$ cat src/hw/rtl/ssit_pkg.sv
// shared types and codes for the sorted sparse index table
package ssit_pkg;

  // request codes
  typedef enum logic [1:0] {
    OP_GET   = 2'd0,
    OP_SET   = 2'd1,
    OP_UNSET = 2'd2,
    OP_CLEAR = 2'd3
  } op_t;

  // result status codes
  typedef enum logic [1:0] {
    ST_OK     = 2'd0,
    ST_ABSENT = 2'd1,
    ST_FULL   = 2'd2
  } status_t;

  localparam int unsigned DATA_OUT_W = 32;
  localparam int unsigned COUNT_OUT_W = 9;

  // one finished result beat, control to output stage
  typedef struct packed {
    status_t                  status;
    logic [DATA_OUT_W-1:0]    data_out;
    logic [COUNT_OUT_W-1:0]   entry_count;
  } res_t;

endpackage

$ cat src/hw/rtl/ssit_ctrl.sv
// request sequencer: binary search, probe, shift and insert over the key and value rams
module ssit_ctrl #(
  parameter int unsigned TABLE_DEPTH = 256,
  parameter int unsigned INDEX_BITS  = 32,
  parameter int unsigned VALUE_BITS  = 32
) (
  input  logic                           clk,
  input  logic                           rst_n,
  // request beat
  input  logic                           req_valid,
  output logic                           req_ready,
  input  logic [1:0]                     req_op,
  input  logic [31:0]                    req_index,
  input  logic [31:0]                    req_data,
  // result to output stage
  output logic                           res_valid,
  input  logic                           res_ready,
  output ssit_pkg::res_t                 res,
  // memory ports
  output logic [$clog2(TABLE_DEPTH)-1:0] mem_rd_addr,
  output logic [$clog2(TABLE_DEPTH)-1:0] mem_wr_addr,
  output logic                           key_we,
  output logic [INDEX_BITS-1:0]          key_wdata,
  input  logic [INDEX_BITS-1:0]          key_rdata,
  output logic                           val_we,
  output logic [VALUE_BITS-1:0]          val_wdata,
  input  logic [VALUE_BITS-1:0]          val_rdata
);

  localparam int unsigned AW = $clog2(TABLE_DEPTH);
  localparam int unsigned CW = $clog2(TABLE_DEPTH + 1);

  typedef enum logic [2:0] {
    S_IDLE,
    S_SRD,
    S_SCMP,
    S_PCHK,
    S_SHIFT,
    S_INS,
    S_FIN
  } state_t;

  state_t                      state_r;
  ssit_pkg::op_t               op_r;
  logic [INDEX_BITS-1:0]       key_r;
  logic [VALUE_BITS-1:0]       val_r;
  logic [CW-1:0]               count_r;
  logic [CW-1:0]               first_r;
  logic [CW-1:0]               span_r;
  logic [CW-1:0]               cur_r;
  logic                        pend_r;
  logic                        up_r;
  logic [AW-1:0]               wr_addr_r;
  ssit_pkg::status_t           st_r;
  logic [ssit_pkg::DATA_OUT_W-1:0] data_r;

  logic [CW-1:0] half;
  logic [CW-1:0] mid;
  logic          hit;
  logic          full;
  logic          more;

  // search and shift helpers
  assign half = span_r >> 1;
  assign mid  = first_r + half;
  assign hit  = (first_r < count_r) && (key_rdata == key_r);
  assign full = (count_r == CW'(TABLE_DEPTH));
  assign more = up_r ? (cur_r > first_r) : (cur_r < count_r);

  assign req_ready = (state_r == S_IDLE);
  assign res_valid = (state_r == S_FIN);
  assign res.status      = st_r;
  assign res.data_out    = data_r;
  assign res.entry_count = ssit_pkg::COUNT_OUT_W'(count_r);

  // memory port drive
  always_comb begin
    mem_rd_addr = AW'(first_r);
    mem_wr_addr = AW'(first_r);
    key_we      = 1'b0;
    val_we      = 1'b0;
    key_wdata   = key_r;
    val_wdata   = val_r;
    unique case (state_r)
      S_SRD: begin
        mem_rd_addr = (span_r == '0) ? AW'(first_r) : AW'(mid);
      end
      S_PCHK: begin
        // overwrite of a present key
        val_we = (op_r == ssit_pkg::OP_SET) && hit;
      end
      S_SHIFT: begin
        mem_rd_addr = up_r ? AW'(cur_r - CW'(1)) : AW'(cur_r);
        mem_wr_addr = wr_addr_r;
        key_we      = pend_r;
        val_we      = pend_r;
        key_wdata   = key_rdata;
        val_wdata   = val_rdata;
      end
      S_INS: begin
        key_we = 1'b1;
        val_we = 1'b1;
      end
      default: begin
      end
    endcase
  end

  // sequencer
  always_ff @(posedge clk) begin
    if (!rst_n) begin
      state_r <= S_IDLE;
      count_r <= '0;
      pend_r  <= 1'b0;
    end else begin
      unique case (state_r)
        S_IDLE: begin
          if (req_valid) begin
            op_r    <= ssit_pkg::op_t'(req_op);
            key_r   <= INDEX_BITS'(req_index);
            val_r   <= VALUE_BITS'(req_data);
            first_r <= '0;
            span_r  <= count_r;
            data_r  <= '0;
            st_r    <= ssit_pkg::ST_OK;
            if (ssit_pkg::op_t'(req_op) == ssit_pkg::OP_CLEAR) begin
              count_r <= '0;
              state_r <= S_FIN;
            end else begin
              state_r <= S_SRD;
            end
          end
        end
        S_SRD: begin
          // span zero means first_r is the lower bound, its read is the probe
          state_r <= (span_r == '0) ? S_PCHK : S_SCMP;
        end
        S_SCMP: begin
          if (key_rdata < key_r) begin
            first_r <= mid + CW'(1);
            span_r  <= span_r - half - CW'(1);
          end else begin
            span_r <= half;
          end
          state_r <= S_SRD;
        end
        S_PCHK: begin
          state_r <= S_FIN;
          pend_r  <= 1'b0;
          unique case (op_r)
            ssit_pkg::OP_GET: begin
              if (hit) begin
                data_r <= ssit_pkg::DATA_OUT_W'(val_rdata);
              end else begin
                st_r <= ssit_pkg::ST_ABSENT;
              end
            end
            ssit_pkg::OP_SET: begin
              if (!hit) begin
                if (full) begin
                  st_r <= ssit_pkg::ST_FULL;
                end else begin
                  cur_r   <= count_r;
                  up_r    <= 1'b1;
                  state_r <= S_SHIFT;
                end
              end
            end
            ssit_pkg::OP_UNSET: begin
              if (hit) begin
                cur_r   <= first_r + CW'(1);
                up_r    <= 1'b0;
                state_r <= S_SHIFT;
              end else begin
                st_r <= ssit_pkg::ST_ABSENT;
              end
            end
            ssit_pkg::OP_CLEAR: begin
            end
            default: begin
            end
          endcase
        end
        S_SHIFT: begin
          // read one entry ahead, write the one read last cycle
          if (more) begin
            pend_r    <= 1'b1;
            wr_addr_r <= up_r ? AW'(cur_r) : AW'(cur_r - CW'(1));
            cur_r     <= up_r ? (cur_r - CW'(1)) : (cur_r + CW'(1));
          end else begin
            pend_r <= 1'b0;
            if (!pend_r) begin
              if (up_r) begin
                state_r <= S_INS;
              end else begin
                count_r <= count_r - CW'(1);
                state_r <= S_FIN;
              end
            end
          end
        end
        S_INS: begin
          count_r <= count_r + CW'(1);
          state_r <= S_FIN;
        end
        S_FIN: begin
          if (res_ready) begin
            state_r <= S_IDLE;
          end
        end
        default: begin
          state_r <= S_IDLE;
        end
      endcase
    end
  end

endmodule

$ cat config.mk
export PLATFORM = sky130hd
export DESIGN_NAME = ssit_ctrl
export DESIGN_NICKNAME = d
export VERILOG_FILES = /design/src/hw/rtl/ssit_pkg.sv /design/src/hw/rtl/ssit_ctrl.sv
export SDC_FILE = /design/constraint.sdc
export NUM_CORES = 1
export LEC_CHECK = 0
export ABC_AREA = 1
export BUFFER_PORTS_ARGS = -buffer_cell sky130_fd_sc_hd__buf_2
export CORE_MARGIN = 1.5
export CORE_UTILIZATION = 45
export CTS_CLUSTER_DIAMETER = 200
export CTS_CLUSTER_SIZE = 16
export DETAILED_ROUTE_END_ITERATION = 8
export PLACE_DENSITY = 0.73
export SYNTH_ARGS = -nofsm -noshare
export SYNTH_HDL_FRONTEND = slang
export SYNTH_SLANG_ARGS = --single-unit
$ cat constraint.sdc
create_clock -name clk -period 4.4 [get_ports clk]
set_input_delay 0.88 -clock clk [delete_from_list [all_inputs] [get_ports clk]]
set_output_delay 0.88 -clock clk [all_outputs]
set_load 0.02 [all_outputs]
==> impl_metrics.csv, run 1 <==
group,metric,value,unit
status,status,"finished, final reports clean",
floorplan,start_util,0.462,
timing,slew_violations,0,
routing,drt_iter0_drc,598,
critical_path,critPathKind,"in -> out",
synth,synth-edff-count,136,
power_and_ir_drop,p_clk_frac,0.223,
clock_tree,postCtsResizedCells,0,
synth,synth_warnings,0,
clock_tree,cts_tree,"yes",
global_route,grt_overflow,0,
flow_run,cap_violations,0,
clock_tree,holdBufCountCts,0,
global_route,track_usage,0.263,
clock_tree,clock-sinks,149,
global_route,grt_pass1_wl,45.1,mm
placement,portBuffers,260,
critical_path,crit_required,3.52,ns
finish,fin_nets,1663,
placement,place.detailed.hpwl,22.7,mm
synth,synth_top_area_frac,0.418,
power_and_ir_drop,p_int,3700,uW
timing,fin_tns_setup,0,ns
critical_path,crit_arrival,2.75,ns
timing,post-route-period-util,0.826,
floorplan,pin_count,261,
clock_tree,cts_setup_buffers,0,
finish,final_cell_mix,"271 x nand2_1, 260 x buf_2, 170 x inv_1, 136 x edfxtp_1, 110 x o21ai_0",
synth,synth_ff_type,"edfxtp_1",
floorplan,dieHeight,150,um
synth,synth_cell_types,45,
timing,slew_headroom,0.332,
clock_tree,root_buffer,"clkbuf_16",
power_and_ir_drop,cellPowerDensity,557,nW/um2
floorplan,dieArea,22600,um2
timing,fmax,275,MHz
clock_tree,cts_buffers,17,
synth,ys_ff_latch,149,
synth,ys_seq_area_frac,0.445,
global_route,antenna_found_initial,1,
synth,yosysTopAreaCell,"edfxtp_1",
critical_path,start_kind,"input pin",
clock_tree,cts.htree.levels,4,
synth,syn-instance-count,1176,
power_and_ir_drop,combPwrFrac,0.473,
clock_tree,clkSlewWorstSetupHoldPaths,0.06,ns
timing,rsz0062_at_grt,"false",
timing,hold_viol,0,
clock_tree,clkLatencyLatePin,0.43,ns
finish,drive_gt1_frac,0.217,
routing,vias,8954,
routing,wl,29.2,mm
floorplan,rows,53,
clock_tree,cts_buffer_depth,2,
synth,avgSynthCellArea,8.30,um2
timing,worst_pin_slew,1.00,ns
timing,setup_viol,0,
power_and_ir_drop,p_sw,2980,uW
critical_path,cp_max_fo,3,
routing,routedWlPerCell,17.0,um
timing,setup_slack,0.767,ns
synth,synth_area,9770,um2
routing,postRouteAntennaNets,0,
placement,place.gp.congestion,0.956,
finish,area_growth,22.5,%
finish,final_common_cell,"nand2_1",
synth,synthArstFlopShare,0,
floorplan,core-area,21200,um2
global_route,grt_max_degree,76,
power_and_ir_drop,swShare,0.446,
power_and_ir_drop,ir_drop,0.292,mV
synth,synth_area_leaders,"edfxtp_1 42%, ha_1 12%, nand2_1 10%",
timing,clock_skew,0.0106,ns
floorplan,die_w,150,um
power_and_ir_drop,leakage,0.00580,uW
routing,avgViaCountPerCell,5.21,
placement,dp_slack,0.798,ns
routing,first_pass_iters,5,
hold_path,hp-class,"reg -> reg",
routing,drc,0,
global_route,grt_pass1_vias,8585,
power_and_ir_drop,power_frac_seq,0.303,
critical_path,end_kind,"output pin",
synth,syn_nets,1407,
timing,fin_crit,3.63,ns
routing by layer:
metal / global-route usage / wire length [um] / vias up
met5: 0 / 0 / -
met4: 0.110 / 928 / 0
met3: 0.0603 / 2360 / 59
met2: 0.445 / 14100 / 371
met1: 0.322 / 11700 / 4068
li1: - / - / 4456
cell type report:
| type | count | area (um2) |
|---|---|---|
| Antenna cell | 1 | 2.50 |
| Clock buffer | 17 | 425 |
| Clock inverter | 14 | 164 |
| Fill cell | 1925 | 9190 |
| Inverter | 174 | 658 |
| Multi-Input combinational cell | 821 | 4660 |
| Sequential cell | 149 | 4340 |
| Tap cell | 275 | 344 |
| Timing Repair Buffer | 269 | 1370 |
state kept, by name, summed over array words and instances, names as in the netlist:
signal / flops
cur_r: 9
count_r: 9
st_r: 2
wr_addr_r: 8
span_r: 9
up_r: 1
val_r: 32
pend_r: 1
key_r: 32
data_r: 32
op_r: 2
first_r: 9
state_r: 3
metrics by stage:
step / power, uW / utilization / cell area (um2) / std cells / hold WS [ns]
final: 6670 / 0.566 / 12000 / 1720 / 0.505
after global routing: 7100 / 0.566 / 12000 / 1720 / 0.525
after CTS: 6680 / 0.566 / 12000 / 1719 / 0.503
after detailed placement: 5180 / 0.538 / 11400 / 1688 / 0.494
after global placement: 5130 / 0.538 / 11400 / 1688 / 0.491
after floorplan: 4160 / - / 9770 / 1176 / 0.477
power groups by stage:
stage | Clock [uW] | Sequential [uW] | Combinational (uW)
floorplan | 0 | 2080 | 2080
global placement | 0 | 2050 | 3090
global route | 1560 | 2050 | 3500
detailed placement | 0 | 2050 | 3130
finish | 1490 | 2020 | 3160
CTS | 1510 | 2020 | 3140
cells in the mapped netlist, types with 2 or more instances:
| library cell | n |
|---|---|
| nand2_1 | 272 |
| inv_1 | 170 |
| edfxtp_1 | 136 |
| o21ai_0 | 110 |
| nor2_1 | 107 |
| ha_1 | 94 |
| a21oi_1 | 71 |
| nand3_1 | 53 |
| xor2_1 | 28 |
| clkbuf_1 | 25 |
| nor3_1 | 14 |
| dfxtp_1 | 13 |
| nand4_1 | 11 |
| o211ai_1 | 8 |
| a31oi_1 | 5 |
| nand2_2 | 4 |
| o221ai_1 | 4 |
| o22ai_1 | 4 |
| buf_1 | 3 |
| buf_2 | 3 |
| fa_1 | 3 |
| nand3b_1 | 3 |
| nor4_1 | 3 |
| o21a_1 | 3 |
| a211oi_1 | 2 |
| a21o_1 | 2 |
| and3_1 | 2 |
| inv_2 | 2 |
| nor3b_1 | 2 |
| o2111ai_1 | 2 |
| o21ai_1 | 2 |
| o21bai_1 | 2 |
critical path, cell delays in order:
cell     delay (ns)
buf_2          0.11
ha_1           0.28
nand2_1        0.06
nor2_1         0.16
nand3_1        0.12
nor2_1         0.22
nand2_1        0.18
nor2_1         0.23
nand2_1        0.15
o21ai_0        0.16
buf_2          0.20
final timing paths:
kind / start / to / slack [ns] / cells past startpoint
min: pend_r$_SDFFE_PN0P_ / pend_r$_SDFFE_PN0P_ / 0.51 / 2
min reg2reg: pend_r$_SDFFE_PN0P_ / pend_r$_SDFFE_PN0P_ / 0.51 / 2
max reg2reg: count_r[8]$_SDFFE_PN0P_ / cur_r[2]$_DFFE_PP_ / 1.46 / 9
max: key_rdata[31] / val_we / 0.77 / 11
logic make-up after synthesis:
kind of cell               synth area share
AOI/OAI and AO/OA                     0.121
xor gates and xnor gates             0.0260
adders and majority gates             0.127
buffers and inverters                0.0805
DFF                                   0.445
and+or+nand+nor                       0.202
Note: power is estimated with default switching activity, not from simulation.
==> run 2, diff against run 1 <==
--- a/config.mk
+++ b/config.mk
@@ -12,7 +12,7 @@
 export CTS_CLUSTER_DIAMETER = 200
 export CTS_CLUSTER_SIZE = 16
 export DETAILED_ROUTE_END_ITERATION = 8
-export PLACE_DENSITY = 0.73
+export PLACE_DENSITY = 0.7
 export SYNTH_ARGS = -nofsm -noshare
 export SYNTH_HDL_FRONTEND = slang
 export SYNTH_SLANG_ARGS = --single-unit
==> constraint.sdc (replaced) <==
create_clock -name clk -period 3.8 [get_ports clk]
set_input_delay 0.76 -clock clk [delete_from_list [all_inputs] [get_ports clk]]
set_output_delay 0.76 -clock clk [all_outputs]
set_load 0.02 [all_outputs]
==> run 2 against run 1 <==
  * Clock skew grew 0.0031 ns
  * Cell count grew 0.35%
  * Register-to-register slack lost 0.59 ns
  * Die area is the same
  * Non-clock buffer count grew 6
  * Design area grew 0.76%
  * Sequential share of layout area shrank 0.28 points
  * Core utilization grew 0.43 points
  * Worst hold slack lost 0.0015 ns
  * Clock-buffer cell count is the same
  * Wire length shrank 2.8%
  * Combinational power grew 15%
  * Largest cell class unchanged
==> impl_metrics.csv, run 2 (synthesis gave the netlist of run 1 again) <==
group,metric,value,unit
status,status,"finished, final reports clean",
routing,postRouteAntennaNets,0,
floorplan,rows,53,
routing,drc,0,
finish,fin_nets,1669,
routing,drt_iter0_drc,563,
timing,worst_pin_slew,0.744,ns
timing,post-route-period-util,0.902,
finish,final_common_cell,"nand2_1",
clock_tree,clkLatencyLatePin,0.43,ns
timing,hold_viol,0,
timing,rsz0062_at_grt,"false",
clock_tree,postCtsResizedCells,0,
routing,vias,8870,
critical_path,crit_required,3.04,ns
timing,setup_slack,0.374,ns
global_route,grt_overflow,0,
clock_tree,cts.htree.levels,4,
critical_path,start_kind,"flop",
clock_tree,holdBufCountCts,0,
critical_path,end_kind,"output pin",
global_route,grt_max_degree,77,
power_and_ir_drop,fin_total_pwr,7750,uW
timing,slew_headroom,0.501,
timing,clock_skew,0.0137,ns
clock_tree,clock-sinks,149,
routing,wl,28.3,mm
hold_path,hp-class,"in -> reg",
timing,fmax,292,MHz
routing,avgViaCountPerCell,5.14,
timing,slew_violations,0,
flow_run,cap_violations,0,
global_route,track_usage,0.257,
timing,fin_crit,3.43,ns
clock_tree,clkSlewWorstSetupHoldPaths,0.07,ns
power_and_ir_drop,leakage,0.00584,uW
finish,register_area,4340,um2
routing,first_pass_iters,5,
routing,routedWlPerCell,16.4,um
floorplan,dieArea,22600,um2
global_route,grt_pass1_wl,43.9,mm
finish,area_growth,23.5,%
clock_tree,cts_setup_buffers,0,
placement,place.detailed.hpwl,22.5,mm
placement,place.gp.congestion,0.943,
power_and_ir_drop,cellPowerDensity,642,nW/um2
finish,final_cell_mix,"272 x nand2_1, 260 x buf_2, 170 x inv_1, 136 x edfxtp_1, 110 x o21ai_0",
finish,reg.largest.list,"data_r (32), key_r (32), val_r (32)",
floorplan,die_w,150,um
finish,multi_input_area,4660,um2
clock_tree,cts_buffers,17,
placement,dp_slack,0.457,ns
timing,fin_tns_setup,0,ns
floorplan,dieHeight,150,um
floorplan,core-area,21200,um2
power_and_ir_drop,ir_drop,0.306,mV
global_route,grt_pass1_vias,8452,
critical_path,crit_arrival,2.67,ns
global_route,antenna_found_initial,4,
finish,num-fill-cells,1957,
clock_tree,root_buffer,"clkbuf_16",
critical_path,critPathKind,"reg -> out",
finish,drive_gt1_frac,0.220,
floorplan,start_util,0.462,
critical_path,cp_max_fo,5,
clock_tree,cts_buffer_depth,2,
timing,setup_viol,0,
floorplan,pin_count,261,
placement,portBuffers,260,
clock_tree,cts_tree,"yes",
[run 2: cell count changes in the layout (fill, tap and decap cells not counted), sizes merged]
cell	delta
buf	+6
[run 2: through the flow]
step	hold WS [ns]	std cells	area, um2	utilization
6_report	0.504	1726	12100	0.570
5_1_grt	0.490	1726	12100	0.570
4_1_cts	0.487	1725	12100	0.570
3_5_place_dp	0.501	1694	11400	0.541
3_3_place_gp	0.492	1694	11400	0.541
2_1_floorplan	0.477	1176	9770	-
[run 2: final timing paths]
kind	end	slack (ns)	cells after the start	start
worst max register to register	cur_r[0]$_DFFE_PP_	0.87	10	count_r[8]$_SDFFE_PN0P_
worst max-delay path	val_we	0.37	10	count_r[8]$_SDFFE_PN0P_
worst min-delay path	val_r[2]$_DFFE_PP_	0.50	1	req_data[2]
worst min register to register	pend_r$_SDFFE_PN0P_	0.51	2	pend_r$_SDFFE_PN0P_
[run 2: routing by layer]
| metal | share of wire | GRT usage | up-vias |
|---|---|---|---|
| li1 | - | - | 4468 |
| met1 | 0.41 | 0.314 | 4017 |
| met2 | 0.49 | 0.434 | 329 |
| met3 | 0.075 | 0.0615 | 52 |
| met4 | 0.030 | 0.104 | 4 |
| met5 | 0.00071 | 0 | - |
[run 2: report_power, final]
part / internal (uW) / switching (uW)
sequential: 2150 / 191
clock: 1000 / 762
combinational: 1160 / 2480
total: 4310 / 3430
[run 2: layout make-up]
type,count,area share
antenna,1,0.000208
clock buffer,17,0.0353
timing repair buffer,275,0.119
multi-input combinational,821,0.386
clock inverter,14,0.0156
tap,275,0.0285
sequential,149,0.360
inverter,174,0.0546
[run 2: worst max-delay path, cell delays in order, from the launching register on]
cell and delay (ns):
dfxtp_1 0.44, inv_1 0.18, ha_1 0.35, nand2_1 0.09
inv_1 0.04, a21oi_1 0.22, nand3_1 0.19, nor2_1 0.24
nand2_1 0.15, o21ai_0 0.16, buf_2 0.19
